<file path="config.mk">
export PLATFORM = sky130hd
export DESIGN_NAME = serial_command_clock
export DESIGN_NICKNAME = d
export VERILOG_FILES = /design/src/sv/scc_pkg.sv /design/src/sv/scc_front.sv /design/src/sv/scc_queue.sv /design/src/sv/scc_back.sv /design/src/sv/serial_command_clock.sv
export SDC_FILE = /design/constraint.sdc
export NUM_CORES = 1
export LEC_CHECK = 0
export BUFFER_PORTS_ARGS = -buffer_cell sky130_fd_sc_hd__buf_2
export CORE_ASPECT_RATIO = 1.75
export CORE_MARGIN = 5
export CORE_UTILIZATION = 39
export CTS_CLUSTER_DIAMETER = 40
export CTS_CLUSTER_SIZE = 8
export DETAILED_ROUTE_END_ITERATION = 12
export GPL_TIMING_DRIVEN = 0
export SYNTH_ARGS = -nofsm -noshare
export SYNTH_HDL_FRONTEND = slang
export SYNTH_HIERARCHICAL = 1
export SYNTH_SLANG_ARGS = --single-unit
export TNS_END_PERCENT = 10
</file>
<file path="constraint.sdc">
create_clock -name clk -period 9.7 [get_ports clk]
set_input_delay 0 -clock clk [delete_from_list [all_inputs] [get_ports clk]]
set_output_delay 0 -clock clk [all_outputs]
set_load 0.01 [all_outputs]
</file>
<file path="src/sv/scc_pkg.sv">
// Shared types and constants for the serial command clock.
// Used by the front, queue, back and top-level modules; no dependencies.
package scc_pkg;

  localparam int LINE_CAPACITY_DEFAULT = 64;
  localparam int KEPT_BYTES = 16;
  localparam int QUEUE_DEPTH = 4;
  localparam int LABEL_CHARS = 3;

  localparam logic [7:0] CHAR_CR    = 8'h0D;
  localparam logic [7:0] CHAR_LF    = 8'h0A;
  localparam logic [7:0] CHAR_COLON = 8'h3A;
  localparam logic [7:0] CHAR_ZERO  = 8'h30;
  localparam logic [7:0] CHAR_TWO   = 8'h32;
  localparam logic [7:0] CHAR_FIVE  = 8'h35;
  localparam logic [7:0] CHAR_NINE  = 8'h39;
  localparam logic [7:0] CHAR_DASH  = 8'h2D;

  localparam int TIME_KEY_LEN = 8;
  localparam int TEXT_KEY_LEN = 7;
  localparam logic [0:TIME_KEY_LEN-1][7:0] TIME_KEY = "SETTIME=";
  localparam logic [0:TEXT_KEY_LEN-1][7:0] TEXT_KEY = "SETTXT=";

  localparam logic [5:0] LAST_SECOND = 6'd59;
  localparam logic [5:0] LAST_MINUTE = 6'd59;
  localparam logic [4:0] LAST_HOUR   = 5'd23;
  localparam logic [6:0] HOURS_PER_DAY = 7'd24;

  localparam logic [1:0] DONE_NONE = 2'd0;
  localparam logic [1:0] DONE_TIME = 2'd1;
  localparam logic [1:0] DONE_TEXT = 2'd2;

  typedef enum logic [1:0] {
    OP_NONE,
    OP_TICK,
    OP_TIME,
    OP_TEXT
  } op_kind_t;

  typedef struct packed {
    op_kind_t                          op;
    logic [4:0]                        hours;
    logic [5:0]                        minutes;
    logic [5:0]                        seconds;
    logic [LABEL_CHARS-1:0]            text_mask;
    logic [LABEL_CHARS-1:0][7:0]       text;
  } cmd_t;

endpackage

</file>
<file path="src/sv/scc_front.sv">
// Front end: accepts items, collects the command line and decodes finished lines.
// Emits one decoded command per item into the queue. Depends on scc_pkg.
module scc_front #(
  parameter int LINE_CAPACITY = scc_pkg::LINE_CAPACITY_DEFAULT
) (
  input  logic          clk,
  input  logic          rst,
  input  logic          in_valid,
  output logic          in_ready,
  input  logic          kind,
  input  logic [7:0]    rx_byte,
  input  logic          full,
  output logic          push,
  output scc_pkg::cmd_t cmd
);
  import scc_pkg::*;

  localparam int LEN_W = $clog2(LINE_CAPACITY);

  logic [LEN_W-1:0]           line_length;
  logic [KEPT_BYTES-1:0][7:0] line_prefix;
  logic [KEPT_BYTES-1:0]      alive;
  logic [KEPT_BYTES-1:0][7:0] content;
  logic                       run;
  logic                       accept;
  logic                       is_eol;
  logic                       time_key_hit;
  logic                       text_key_hit;
  logic                       digits_ok;
  logic [7:0]                 d [8];
  logic [6:0]                 hh;
  logic [6:0]                 mm;
  logic [6:0]                 ss;

  function automatic logic in_range(logic [7:0] c, logic [7:0] lo, logic [7:0] hi);
    return (c >= lo) && (c <= hi);
  endfunction

  function automatic logic [6:0] two_digits(logic [7:0] tens, logic [7:0] units);
    return 7'(tens[3:0]) * 7'd10 + 7'(units[3:0]);
  endfunction

  assign in_ready = !full;
  assign accept   = in_valid && in_ready;
  assign push     = accept;
  assign is_eol   = (rx_byte == CHAR_CR) || (rx_byte == CHAR_LF);

  // Content ends at the first zero byte or at the stored length.
  always_comb begin
    run   = 1'b1;
    alive = '0;
    for (int i = 0; i < KEPT_BYTES; i++) begin
      run      = run && (LEN_W'(i) < line_length) && (line_prefix[i] != 8'h00);
      alive[i] = run;
      content[i] = alive[i] ? line_prefix[i] : 8'h00;
    end
  end

  always_comb begin
    time_key_hit = 1'b1;
    for (int i = 0; i < TIME_KEY_LEN; i++) begin
      time_key_hit = time_key_hit && (content[i] == TIME_KEY[i]);
    end
    text_key_hit = 1'b1;
    for (int i = 0; i < TEXT_KEY_LEN; i++) begin
      text_key_hit = text_key_hit && (content[i] == TEXT_KEY[i]);
    end
    for (int k = 0; k < 8; k++) begin
      d[k] = content[TIME_KEY_LEN + k];
    end
  end

  assign hh = two_digits(d[0], d[1]);
  assign mm = two_digits(d[3], d[4]);
  assign ss = two_digits(d[6], d[7]);

  assign digits_ok = in_range(d[0], CHAR_ZERO, CHAR_TWO) && in_range(d[1], CHAR_ZERO, CHAR_NINE)
                  && (d[2] == CHAR_COLON)
                  && in_range(d[3], CHAR_ZERO, CHAR_FIVE) && in_range(d[4], CHAR_ZERO, CHAR_NINE)
                  && (d[5] == CHAR_COLON)
                  && in_range(d[6], CHAR_ZERO, CHAR_FIVE) && in_range(d[7], CHAR_ZERO, CHAR_NINE)
                  && (hh < HOURS_PER_DAY);

  always_comb begin
    cmd           = '0;
    cmd.op        = OP_NONE;
    cmd.hours     = hh[4:0];
    cmd.minutes   = mm[5:0];
    cmd.seconds   = ss[5:0];
    for (int i = 0; i < LABEL_CHARS; i++) begin
      cmd.text[i]      = content[TEXT_KEY_LEN + i];
      cmd.text_mask[i] = content[TEXT_KEY_LEN + i] != 8'h00;
    end
    if (kind) begin
      cmd.op = OP_TICK;
    end else if (is_eol && (line_length != '0)) begin
      if (time_key_hit) begin
        if (digits_ok) begin
          cmd.op = OP_TIME;
        end
      end else if (text_key_hit) begin
        cmd.op = OP_TEXT;
      end
    end
  end

  always_ff @(posedge clk) begin
    if (rst) begin
      line_length <= '0;
    end else if (accept && !kind) begin
      if (is_eol) begin
        line_length <= '0;
      end else if (line_length < LEN_W'(LINE_CAPACITY - 1)) begin
        line_length <= line_length + 1'b1;
      end
    end
  end

  // Keep only the first bytes of the line; later ones are counted but dropped.
  always_ff @(posedge clk) begin
    if (accept && !kind && !is_eol && (line_length < LEN_W'(KEPT_BYTES))) begin
      line_prefix[line_length[$clog2(KEPT_BYTES)-1:0]] <= rx_byte;
    end
  end

endmodule

</file>
<file path="src/sv/scc_queue.sv">
// Short command queue between the front end and the back end.
// Register-based FIFO of decoded commands. Depends on scc_pkg.
module scc_queue (
  input  logic          clk,
  input  logic          rst,
  input  logic          push,
  input  scc_pkg::cmd_t push_data,
  output logic          full,
  input  logic          pop,
  output scc_pkg::cmd_t pop_data,
  output logic          empty
);
  import scc_pkg::*;

  localparam int PTR_W = $clog2(QUEUE_DEPTH);
  localparam int CNT_W = $clog2(QUEUE_DEPTH + 1);

  cmd_t             entries [QUEUE_DEPTH];
  logic [PTR_W-1:0] wr_ptr;
  logic [PTR_W-1:0] rd_ptr;
  logic [CNT_W-1:0] count;

  assign full     = count == CNT_W'(QUEUE_DEPTH);
  assign empty    = count == '0;
  assign pop_data = entries[rd_ptr];

  always_ff @(posedge clk) begin
    if (rst) begin
      wr_ptr <= '0;
      rd_ptr <= '0;
      count  <= '0;
    end else begin
      if (push) begin
        wr_ptr <= (wr_ptr == PTR_W'(QUEUE_DEPTH - 1)) ? '0 : wr_ptr + 1'b1;
      end
      if (pop) begin
        rd_ptr <= (rd_ptr == PTR_W'(QUEUE_DEPTH - 1)) ? '0 : rd_ptr + 1'b1;
      end
      if (push && !pop) begin
        count <= count + 1'b1;
      end else if (pop && !push) begin
        count <= count - 1'b1;
      end
    end
  end

  always_ff @(posedge clk) begin
    if (push) begin
      entries[wr_ptr] <= push_data;
    end
  end

endmodule

</file>
<file path="src/sv/scc_back.sv">
// Back end: applies decoded commands to the clock and label, and holds the result.
// The state registers double as the output register. Depends on scc_pkg.
module scc_back (
  input  logic          clk,
  input  logic          rst,
  input  logic          empty,
  input  scc_pkg::cmd_t cmd,
  output logic          pop,
  output logic          out_valid,
  input  logic          out_ready,
  output logic [4:0]    hours,
  output logic [5:0]    minutes,
  output logic [5:0]    seconds,
  output logic [7:0]    label_first,
  output logic [7:0]    label_second,
  output logic [7:0]    label_third,
  output logic [1:0]    command_done
);
  import scc_pkg::*;

  logic [LABEL_CHARS-1:0][7:0] label;

  // Advance only when the previous result is gone or leaving now.
  assign pop = !empty && (!out_valid || out_ready);

  assign label_first  = label[0];
  assign label_second = label[1];
  assign label_third  = label[2];

  always_ff @(posedge clk) begin
    if (rst) begin
      out_valid    <= 1'b0;
      hours        <= '0;
      minutes      <= '0;
      seconds      <= '0;
      label        <= {LABEL_CHARS{CHAR_DASH}};
      command_done <= DONE_NONE;
    end else begin
      if (pop) begin
        out_valid    <= 1'b1;
        command_done <= DONE_NONE;
        case (cmd.op)
          OP_TICK: begin
            if (seconds == LAST_SECOND) begin
              seconds <= '0;
              if (minutes == LAST_MINUTE) begin
                minutes <= '0;
                hours   <= (hours == LAST_HOUR) ? '0 : hours + 1'b1;
              end else begin
                minutes <= minutes + 1'b1;
              end
            end else begin
              seconds <= seconds + 1'b1;
            end
          end
          OP_TIME: begin
            hours        <= cmd.hours;
            minutes      <= cmd.minutes;
            seconds      <= cmd.seconds;
            command_done <= DONE_TIME;
          end
          OP_TEXT: begin
            for (int i = 0; i < LABEL_CHARS; i++) begin
              if (cmd.text_mask[i]) begin
                label[i] <= cmd.text[i];
              end
            end
            command_done <= DONE_TEXT;
          end
          default: begin
            command_done <= DONE_NONE;
          end
        endcase
      end else if (out_ready) begin
        out_valid <= 1'b0;
      end
    end
  end

endmodule

</file>
<file path="src/sv/serial_command_clock.sv">
// Serial command clock: time of day plus a three-character label.
// Throughput: one item per cycle while the queue has room; the front end decodes
// a whole line in the cycle its CR or LF is accepted, and the back end applies one
// command per cycle unless the receiver holds off results. Decode and queue write
// happen at the accepting edge; the back end registers the result once it pops it.
// Reset: synchronous; clears the line, the clock to 00:00:00 and the label to dashes.
// Depends on scc_pkg, scc_front, scc_queue and scc_back.
module serial_command_clock #(
  parameter int LINE_CAPACITY = scc_pkg::LINE_CAPACITY_DEFAULT
) (
  input  logic       clk,
  input  logic       rst,
  input  logic       in_valid,
  output logic       in_ready,
  input  logic       kind,
  input  logic [7:0] rx_byte,
  output logic       out_valid,
  input  logic       out_ready,
  output logic [4:0] hours,
  output logic [5:0] minutes,
  output logic [5:0] seconds,
  output logic [7:0] label_first,
  output logic [7:0] label_second,
  output logic [7:0] label_third,
  output logic [1:0] command_done
);
  import scc_pkg::*;

  cmd_t front_cmd;
  cmd_t head_cmd;
  logic push;
  logic pop;
  logic full;
  logic empty;

  scc_front #(
    .LINE_CAPACITY(LINE_CAPACITY)
  ) u_front (
    .clk      (clk),
    .rst      (rst),
    .in_valid (in_valid),
    .in_ready (in_ready),
    .kind     (kind),
    .rx_byte  (rx_byte),
    .full     (full),
    .push     (push),
    .cmd      (front_cmd)
  );

  scc_queue u_queue (
    .clk       (clk),
    .rst       (rst),
    .push      (push),
    .push_data (front_cmd),
    .full      (full),
    .pop       (pop),
    .pop_data  (head_cmd),
    .empty     (empty)
  );

  scc_back u_back (
    .clk          (clk),
    .rst          (rst),
    .empty        (empty),
    .cmd          (head_cmd),
    .pop          (pop),
    .out_valid    (out_valid),
    .out_ready    (out_ready),
    .hours        (hours),
    .minutes      (minutes),
    .seconds      (seconds),
    .label_first  (label_first),
    .label_second (label_second),
    .label_third  (label_third),
    .command_done (command_done)
  );

endmodule

</file>
* After elaboration in Yosys (flattened, before gate mapping)
Memories as Yosys holds them, arrays and structs flattened. A register that Yosys moved wholly into a read port is not among the register bits. Index checks and enable logic that the tools add are counted.
Word-level totals: bits in registers 185, bits in writable memories 184, input port bits 13, output and inout bits 45, word-level logic and storage cells 253, memories kept 1
Operators by class: $add $sub $neg 11, multipliers 3, $lt $le $gt $ge 33, eq/ne operators 26, muxes and demuxes 46, reduce and logical (&&, ||, !) cells 105
Memories:
- u_queue.entries | words 4, width 46, read ports 1, clocked after memory_dff 1, write ports 1, line scc_queue.sv:18 | cmd_t entries [QUEUE_DEPTH];
Operators by type and width (number):
- nonzero test 8 bit | 19
- two-way mux 8 bit | 17
- bitwise mux 128 bit | 1
- == test 8 x 7 -> 1 bit, second input constant | 9
- logical AND 1 bit | 64
- greater-or-equal comparator 8 x 6 -> 1 bit, second input constant | 6
- less-or-equal comparator 8 x 6 -> 1 bit, second input constant | 6
- less-than comparator 4 x 6 -> 1 bit, first input constant | 8
- demux 8 bit (select 4 bit) | 1
- == test 8 x 6 -> 1 bit, second input constant | 4
- two-way mux 6 bit | 5
- less-than comparator 3 x 6 -> 1 bit, first input constant | 4
- one-hot mux 6 bit (2 select lines) | 2
- adder 6 x 1 -> 6 bit, second input constant | 3
- two-way mux 2 bit | 9
- == test 8 x 4 -> 1 bit, second input constant | 2
- two-way mux 5 bit | 3
- adder 6 x 4 -> 6 bit | 2
- == test 6 bit, second input constant | 2
- less-than comparator 1 x 6 -> 1 bit, first input constant | 2
- less-than comparator 2 x 6 -> 1 bit, first input constant | 2
- AND reduction 3 bit | 4
- multiplier 4 x 3 -> 5 bit, second input constant | 2
- one-hot mux 5 bit (2 select lines) | 1
- other kinds (26) | 46

* Depth between registers and ports, before layout
Gate-level depths: netlist (run 1).
depth in word-level cells 41, gate-level depth with buffers 19, depth with buffers taken out 18

* Hierarchy
Netlist (run 1), hierarchy kept.
By module, submodules not included:
- scc_queue | times used 1, cells an instance 284, area an instance 7140.6 µm², sequential area each 5705.5 µm²
- scc_front | times used 1, cells an instance 438, area an instance 5935.7 µm², sequential area each 3963.8 µm²
- scc_back | times used 1, cells an instance 250, area an instance 2160.8 µm², sequential area each 880.8 µm²

* Least setup slack after synthesis (run 1)
OpenSTA, ideal clock, no wires.
path kind reg2reg, start point register u_front.line_length[1], end point memory u_queue/entries[0][45] in the netlist's numbering, data pin, setup time 179 ps, data arrival time 3825 ps, required time 9521 ps, setup slack 5696 ps, stages on the path, launching flop included 20, path buffers 1, clock period less this slack 4004 ps, cell sequence dfxtp_1 -> inv_2 -> ha_1 -> inv_1 -> o21ai_0 -> a211o_1 -> nor4_1 -> buf_2 -> nand2_1 -> inv_1 -> ha_1 -> ha_1 -> fa_1 -> nand2_1 -> nor2_1 -> xnor2_1 -> and3_1 -> a2111oi_0 -> nand4_1 -> a21boi_1
RTL lines:
- start, declared | line scc_front.sv:20 | logic [LEN_W-1:0] line_length;
- start signal, assigned | line scc_front.sv:114 | line_length <= line_length + 1'b1;
- end, declared | line scc_queue.sv:18

==> metrics.yaml, run 1 <==
syn_area_um2: 15200
cts_tree: "yes"
die_height_um: 271
filler_cell_count: 3379
hold_buffers: 12
antenna_cells: 0
power_density_nw_per_um2: 249
ant_nets: 0
p_leak_nw: 6.39
crit_buf_inv: 4
rsz0062_at_grt: "no"
worstReg2RegEnd: "u_queue/entries[1][45]"
drc: 0
portBuffers: 57
initial_utilization: 0.396
async_reset_ff_frac: 0
ctsHtreeMaxLevel: 2
p_switching_mw: 1.15
wl_per_cell_um: 20.9
slowest_delay_ns: 0.53
worstPathRequired_ns: 10.01
pwr-share-comb: 0.184
seq_power_share: 0.429
fin_crit_sh: 0.531
yosys_warnings: 6
synth_top_area_share: 0.615
finalNetCount: 1152
power.internal_mw: 3.31
grt_pass1_vias: 9163
critPathCaptureType: "register"
cpLargestDelayFamily: "compound AO/OA/AOI/OAI gates"
cts.path.max_buffers: 3
die-area_um2: 43300
synth_common_cells: "edfxtp_1 (312), nor2_1 (84), dfxtp_1 (59), nand2_1 (41), mux4_2 (40)"
synth_cell_types: 68
fp.dieW_um: 159
synth_area_leaders: "edfxtp_1 (61%), dfxtp_1 (7.8%), mux4_2 (5.9%)"
core_area_um2: 38500
rr_startpoint: "u_front/line_length[1]"
clk_latency_ns: 0.55
grt_util_all_layers: 0.157
cts_inserted_buffers: 53
max_freq_ghz: 0.194
cp.arrival_ns: 5.46
hold_path.class: "in -> reg"
drive_gt1_frac: 0.174
syn-num-nets: 1024
vdd_drop_max_uv: 141
overflow: 0
cts_root_buffer: "clkbuf_16"
place_congestion: 0.815
swShare: 0.257
vias_per_cell: 5.29
vias: 8619
tns_ns: 0
drt-initial-drc-count: 541
cts_resized: 0
fin_crit_ns: 5.15
row_count: 95
path_cells: "inv_2, ha_1, inv_1, o21ai_0, a211o_1, nor4_1, buf_2, nand2_1, inv_1, ha_1, ha_1, fa_1, nand2_1, nor2_1, xnor2_1, and3_1, a2111oi_0, nand4_1, a21boi_1"
drv_cap: 0
slew_headroom: 0.155
grt_pass1_wl_um: 52700
dpl.hpwl_um: 23500
dp.cells: 1518
r2r_slack_ns: 4.55
worstSetupStartpointType: "register"
cpMaxStageDelayCell: "fa_1"
stdcell_count: 1630
p_clk_frac: 0.387
critPathKind: "reg -> reg"
syn-instance-count: 972
status: "finished clean"
finClkSkew_ns: 0.0127
first_pass_iters: 5
routed_wl_um: 34100
antenna_found_initial: 0
ys_seq_area_frac: 0.692
synth.most_common_cell: "edfxtp_1"
io_pins: 58
setup_viol: 0
rr_worst_depth: 19
slew_violations: 0
ys_ff_latch: 371
worstMarginPinSlew_ns: 1.26
path_max_fanout: 10
synth_top_cell_by_area: "edfxtp_1"
finalHoldViolCount: 0
hold_path_end: "u_queue/wr_ptr[0]"
min_from: "in_valid"
synthToLayoutAreaGrowth_pct: 17.7
post_cts_buffers: 0
synth_flop_cell: "edfxtp_1"
clk_pin_slew_worst_paths_ns: 0.05
power.total_mw: 4.46
hold-path-cell-count: 4
critPathMostFrequentCell: "ha_1"
clock_sinks: 371
grt_max_degree: 32
synth_edf_count: 312
syn_area_per_cell_um2: 15.7
[power groups by stage]
| stage | clock (mW) | sequential [mW] | combinational (mW) |
|---|---|---|---|
| floorplan | 0 | 1.95 | 0.565 |
| global placement | 0 | 1.94 | 0.815 |
| detailed placement | 0 | 1.94 | 0.833 |
| CTS | 1.78 | 1.91 | 0.842 |
| global route | 1.85 | 1.93 | 0.900 |
| finish | 1.73 | 1.91 | 0.822 |
[metal layers]
metal | up-vias | track usage | part of all wire
li1 | 4038 | - | -
met1 | 4312 | 0.159 | 0.36
met2 | 199 | 0.311 | 0.57
met3 | 70 | 0.0234 | 0.033
met4 | 0 | 0.0672 | 0.036
met5 | - | 0 | 0
[cells in the final DEF (no fill, tap or decap), types with 5 or more instances in the layout]
cell type / count
buf_2: 63
nor4_1: 25
a22oi_1: 5
inv_1: 32
nor3_1: 29
and2_1: 25
xnor2_1: 17
mux4_2: 40
clkbuf_16: 55
a211oi_1: 6
fa_1: 5
ha_1: 34
a211o_1: 13
xor2_1: 7
mux2i_1: 24
nand4_1: 17
mux4_1: 6
and3_1: 23
buf_12: 8
nand2b_1: 5
nor2_1: 84
o21ai_0: 23
clkbuf_1: 48
dfxtp_1: 59
a21o_1: 5
nand2_1: 41
edfxtp_1: 312
nand3_1: 18
nor2b_1: 11
a21oi_1: 17
dlygate4sd3_1: 12
or3_1: 5
[how the worst max path moves through the flow]
stage / from / endpoint / cells past startpoint
after detailed placement: u_front/line_length[0] / u_queue/entries[1][45] / 19
after global placement: u_front/line_length[0] / u_queue/entries[2][45] / 19
after global routing: u_front/line_length[1] / u_queue/entries[1][45] / 19
after CTS: u_front/line_length[0] / u_queue/entries[1][45] / 19
after floorplan: u_front/line_length[1] / u_queue/entries[0][45] / 19
final: u_front/line_length[1] / u_queue/entries[1][45] / 19
[cells by family after synthesis]
kind of cell,count (synthesis),synth area share
mux,72,0.0867
compound gates,97,0.0438
flops,371,0.692
simple gates,309,0.108
fa+ha+maj,39,0.0345
buf+inv,60,0.0211
xor+xnor,24,0.0138
[worst register-to-register path: stages (launching register included)]
cell and delay (ns):
dfxtp_1 0.48, inv_2 0.10, ha_1 0.26, inv_1 0.07, o21ai_0 0.10, a211o_1 0.42
nor4_1 0.40, buf_2 0.28, nand2_1 0.13, inv_1 0.24, ha_1 0.29, ha_1 0.21
fa_1 0.53, nand2_1 0.06, nor2_1 0.11, xnor2_1 0.09, and3_1 0.18, a2111oi_0 0.46
nand4_1 0.15, a21boi_1 0.36
[final cells by class]
cell class                      count  area, um2  area share
Sequential cell                   371      10600       0.588
Multi-Input combinational cell    541       4370       0.244
Clock buffer                       97       1550      0.0867
Tap cell                          485        607      0.0338
Timing Repair Buffer               73        485      0.0271
Buffer                             26        194      0.0108
Inverter                           34        128     0.00712
Clock inverter                      3       43.8     0.00244
[sequential cells by signal, summed over array words and instances (netlist names), named ones only]
name,count
u_queue/entries,184
u_front/line_prefix,128
u_back/label_first,8
u_back/label_second,8
u_back/label_third,8
u_back/minutes,6
u_back/seconds,6
u_front/line_length,6
u_back/hours,5
u_queue/count,3
u_back/command_done,2
u_queue/rd_ptr,2
u_queue/wr_ptr,2
u_back/out_valid,1
[metrics by stage]
stage / instance area [um2] / setup slack, ns / hold slack [ns] / utilization
detailed placement: 16200 / 4.53 / 0.353 / 0.421
global placement: 16100 / 4.48 / 0.351 / 0.419
finish: 17900 / 4.55 / 0.0277 / 0.466
CTS: 17900 / 4.48 / 0.00245 / 0.466
floorplan: 15200 / 5.70 / 0.0691 / -
global route: 17900 / 4.16 / 0.0443 / 0.466
Note: power is estimated with default switching activity, not from simulation.
==> run 2: changes to the inputs <==
==> constraint.sdc (replaced) <==
create_clock -name clk -period 5.09 [get_ports clk]
set_input_delay 0 -clock clk [delete_from_list [all_inputs] [get_ports clk]]
set_output_delay 0 -clock clk [all_outputs]
set_load 0.01 [all_outputs]
==> run 2 against run 1 <==
  * Clock-buffer cell count did not move
  * Worst setup slack lost 4.2 ns
  * Clock skew down 0.00077 ns
  * Largest cell class unchanged
  * Non-clock buffer count stayed put
  * Sequential share of layout area is 0.10 points lower
  * Maximum frequency is 7.7% higher
  * Cell count unchanged
  * Die area is the same
  * Critical path depth down 1
  * Flip-flop and latch count stayed put
  * Critical endpoint unchanged
  * Power grew 91%
==> metrics.yaml, run 2 (same netlist as run 1, synthesis figures left out) <==
status: "finished clean"
filler_cell_count: 3371
first_pass_iters: 4
vias_per_cell: 5.28
antenna_found_initial: 0
max_freq_ghz: 0.209
drt-initial-drc-count: 549
cts_tree: "yes"
critPathCaptureType: "register"
layout_commonest_cell: "edfxtp_1"
power_density_nw_per_um2: 473
cts_inserted_buffers: 53
stdcell_count: 1630
grt_pass1_wl_um: 52700
hold_path.class: "in -> reg"
cts_root_buffer: "clkbuf_16"
startpoint: "u_front/line_length[1]"
ctsHtreeMaxLevel: 2
synthToLayoutAreaGrowth_pct: 17.9
setup_viol: 0
vias: 8614
drv_cap: 0
fin_crit_ns: 4.78
power.total_mw: 8.51
core_area_um2: 38500
p_leak_nw: 6.40
finClkSkew_ns: 0.0120
path_max_fanout: 10
die_height_um: 271
slew_violations: 0
place_ws_ns: -0.0789
worstPathRequired_ns: 5.45
largest-register: "u_queue/entries"
grt_max_degree: 32
dr_wl_met3_um: 1100
wl_per_cell_um: 20.9
io_pins: 58
highest_layer: "met4"
row_count: 95
place_congestion: 0.815
drc: 0
finalHoldViolCount: 0
met1Wirelength_um: 12200
fin_crit_sh: 0.940
die-area_um2: 43300
largest_reg_flops: 184
dpl.hpwl_um: 23500
drive_gt1_frac: 0.177
overflow: 0
fp.dieW_um: 159
antenna_cells: 0
dp.cells: 1518
worstMarginPinSlew_ns: 1.25
initial_utilization: 0.396
post_cts_buffers: 0
fin_ws_ns: 0.307
grt_pass1_vias: 9163
whs_ns: 0.0262
slew_headroom: 0.158
grt_util_all_layers: 0.157
min_from: "in_valid"
ant_nets: 0
clock_sinks: 371
clk_pin_slew_worst_paths_ns: 0.05
cp.arrival_ns: 5.14
finalNetCount: 1152
final_cell_mix: "edfxtp_1 (312), nor2_1 (84), buf_2 (63)"
critPathKind: "reg -> reg"
worstSetupStartpointType: "register"
clk_latency_ns: 0.56
cts.path.max_buffers: 3
routed_wl_um: 34100
vdd_drop_max_uv: 269
met2WireLength_um: 19600
portBuffers: 57
rr_startpoint: "u_front/line_length[1]"
run 2: layout make-up:
type | count | area (um2) | area share
Buffer | 26 | 194 | 0.0108
Clock buffer | 97 | 1550 | 0.0865
Clock inverter | 3 | 43.8 | 0.00244
Inverter | 34 | 128 | 0.00710
Multi-Input combinational cell | 541 | 4400 | 0.245
Sequential cell | 371 | 10600 | 0.587
Tap cell | 485 | 607 | 0.0338
Timing Repair Buffer | 73 | 485 | 0.0270
run 2: worst paths after layout:
| kind | depth (start not counted) | slack (ns) | to |
|---|---|---|---|
| hold reg to reg | 2 | 0.45 | u_back/command_done[1] |
| hold / removal | 4 | 0.03 | u_queue/wr_ptr[0] |
| setup reg to reg | 18 | 0.31 | u_queue/entries[1][45] |
| setup / recovery | 18 | 0.31 | u_queue/entries[1][45] |
run 2: repair_timing:
| item | 4_1_cts | 5_1_grt |
|---|---|---|
| endpoints found under the hold margin | 149 | 0 |
| endpoints found under the setup margin | 4 | 4 |
| gates resized for setup | 1 | 6 |
| hold buffers | 12 | 0 |
run 2: per-stage QoR:
step | util | setup TNS [ns] | instance area, um2
5_1_grt | 0.466 | -0.0102 | 18000
3_3_place_gp | 0.419 | -0.504 | 16100
2_1_floorplan | - | 0 | 15200
3_5_place_dp | 0.421 | -0.315 | 16200
6_report | 0.466 | 0 | 18000
4_1_cts | 0.466 | 0 | 17900
run 2: power by group:
| group | switching, mW | internal [mW] |
|---|---|---|
| clock network | 1.21 | 2.08 |
| registers | 0.118 | 3.53 |
| logic | 0.859 | 0.709 |
| total | 2.19 | 6.32 |
run 2: critical path, stage by stage, from the launching register on:
cell and delay, ns:
dfxtp_1 0.48, inv_2 0.09, ha_1 0.26, inv_1 0.07, o21ai_0 0.10, a211o_1 0.46
nor4_4 0.22, buf_2 0.24, and2_1 0.29, ha_1 0.28, ha_1 0.21, fa_1 0.53
nand2_1 0.06, nor2_1 0.11, xnor2_1 0.09, and3_1 0.19, a2111oi_1 0.45, nand4_1 0.18
a21boi_2 0.27
run 2: layer usage:
| layer | global-route usage | vias to the layer above |
|---|---|---|
| met5 | 0 | - |
| met2 | 0.311 | 176 |
| li1 | - | 4041 |
| met4 | 0.0672 | 0 |
| met1 | 0.159 | 4325 |
| met3 | 0.0234 | 72 |
==> run 3: changes to the inputs <==
--- a/config.mk
+++ b/config.mk
@@ -13,6 +13,7 @@
 export CTS_CLUSTER_SIZE = 8
 export DETAILED_ROUTE_END_ITERATION = 12
 export GPL_TIMING_DRIVEN = 0
+export PLACE_DENSITY_LB_ADDON = 0.1
 export SYNTH_ARGS = -nofsm -noshare
 export SYNTH_HDL_FRONTEND = slang
 export SYNTH_HIERARCHICAL = 1
==> run 3 against run 2 <==
  * Flip-flop and latch count did not move
  * Combinational power is essentially flat
  * Non-clock buffer count decreased by 3
  * Critical path type unchanged
  * Largest cell class unchanged
  * Highest routed layer unchanged
==> metrics.yaml, run 3 (same netlist as run 1, synthesis figures left out) <==
status: "finished clean"
row_count: 95
routed_wl_um: 35400
wl_per_cell_um: 21.8
vdd_drop_max_uv: 303
place_congestion: 0.809
hold_path.class: "in -> reg"
worstMarginPinSlew_ns: 1.31
cp.arrival_ns: 5.10
grt_pass1_wl_um: 54700
drv_cap: 0
worstPathRequired_ns: 5.46
ctsHtreeMaxLevel: 2
cpLargestDelayFamily: "adder cells"
antenna_found_initial: 0
core_area_um2: 38500
tns_ns: 0
rsz0062_at_grt: "no"
vias_per_cell: 5.30
final_cell_mix: "edfxtp_1 (312), nor2_1 (84), buf_2 (63)"
p_switching_mw: 2.22
synthToLayoutAreaGrowth_pct: 17.5
power_density_nw_per_um2: 473
max_freq_ghz: 0.211
cts_root_buffer: "clkbuf_16"
cts.path.max_buffers: 3
initial_utilization: 0.396
clock_sinks: 371
multi_input_area_um2: 4400
vias: 8606
antenna_cells: 0
setup_viol: 0
portBuffers: 57
fin_crit_ns: 4.73
critPathKind: "reg -> reg"
seq_power_share: 0.430
power.total_mw: 8.48
die_height_um: 271
grt_max_degree: 47
clk_pin_slew_worst_paths_ns: 0.05
ant_nets: 0
overflow: 0
dpl.hpwl_um: 24200
largest-register: "u_queue/entries"
power.internal_mw: 6.26
io_pins: 58
finalHoldViolCount: 0
grt_util_all_layers: 0.163
slowest_delay_ns: 0.54
p_leak_nw: 6.38
cpMaxStageDelayCell: "fa_1"
p_clk_frac: 0.387
finClkSkew_ns: 0.0298
largest_reg_flops: 184
swShare: 0.262
crit_buf_inv: 3
worstSetupStartpointType: "register"
drive_gt1_frac: 0.177
regArea_um2: 10600
cts_tree: "yes"
slew_violations: 0
drc: 0
slew_headroom: 0.119
die-area_um2: 43300
final_util: 0.465
filler_cell_count: 3451
first_pass_iters: 4
drt-initial-drc-count: 589
grt_pass1_vias: 9234
clk_latency_ns: 0.57
cts_inserted_buffers: 54
whs_ns: 0.0425
fin_crit_sh: 0.930
layout_commonest_cell: "edfxtp_1"
critPathCaptureType: "register"
critPathMostFrequentCell: "ha_1"
finalNetCount: 1150
path_max_fanout: 10
fp.dieW_um: 159
path_cells: "inv_2, ha_1, inv_1, o21ai_0, a211o_1, nor4_4, buf_2, and2_1, ha_1, ha_1, fa_1, nand2_1, nor2_1, xnor2_1, and3_1, a2111oi_2, nand4_1, a21boi_2"
pwr-share-comb: 0.183
-- run 3: changes by cell type in the layout (fill, tap and decap cells not counted), moves of 2 or more --
cell / change
and2_2: -2
and2_4: +2
clkbuf_1: -5
buf_12: -2
clkinv_1: +2
-- run 3: power by group through the flow --
stage	combinational, mW	clock, mW	sequential (mW)
floorplan	1.08	0	3.72
global placement	1.57	0	3.71
detailed placement	1.59	0	3.71
CTS	1.60	3.37	3.65
global route	1.71	3.51	3.67
finish	1.55	3.28	3.64
-- run 3: repair_timing --
action	4_1_cts	5_1_grt
setup buffers	0	0
resized for setup	3	4
endpoints found under the setup margin	4	4
hold endpoints to repair	149	0
hold buffers	11	0
-- run 3: area by class of cell --
cell class | instances | area share
Timing Repair Buffer | 70 | 0.0243
Inverter | 34 | 0.00713
Buffer | 26 | 0.0108
Multi-Input combinational cell | 541 | 0.246
Sequential cell | 371 | 0.589
Clock inverter | 6 | 0.00280
Clock buffer | 92 | 0.0858
Tap cell | 485 | 0.0339
-- run 3: path summary, 6_finish.rpt --
| path | from | to | slack (ns) | cells past startpoint |
|---|---|---|---|---|
| setup / recovery | u_front/line_length[1] | u_queue/entries[1][45] | 0.36 | 18 |
| hold / removal | in_valid | u_queue/wr_ptr[0] | 0.04 | 4 |
| setup reg to reg | u_front/line_length[1] | u_queue/entries[1][45] | 0.36 | 18 |
| hold reg to reg | u_back/command_done[1] | u_back/command_done[1] | 0.46 | 2 |
-- run 3: layer usage --
metal  GRT usage  wire length [um]
met1       0.174             13000
met2       0.326             20500
met3      0.0241              1170
met4      0.0467               701
met5           0                 0
-- run 3: per-stage QoR --
| step | worst slack [ns] | cells | area, um2 |
|---|---|---|---|
| global placement | -0.239 | 1514 | 16100 |
| detailed placement | -0.222 | 1516 | 16200 |
| CTS | 0.102 | 1625 | 17900 |
| floorplan | 1.09 | 972 | 15200 |
| finish | 0.356 | 1625 | 17900 |
| global route | 0.0270 | 1625 | 17900 |
-- run 3: worst reg2reg max path, cell delays in order (launching register included) --
cell and delay (ns):
dfxtp_1 0.48, inv_2 0.10, ha_1 0.27, inv_1 0.07
o21ai_0 0.11, a211o_1 0.46, nor4_4 0.23, buf_2 0.25
and2_1 0.28, ha_1 0.27, ha_1 0.21, fa_1 0.54
nand2_1 0.07, nor2_1 0.11, xnor2_1 0.09, and3_1 0.20
a2111oi_2 0.39, nand4_1 0.16, a21boi_2 0.26
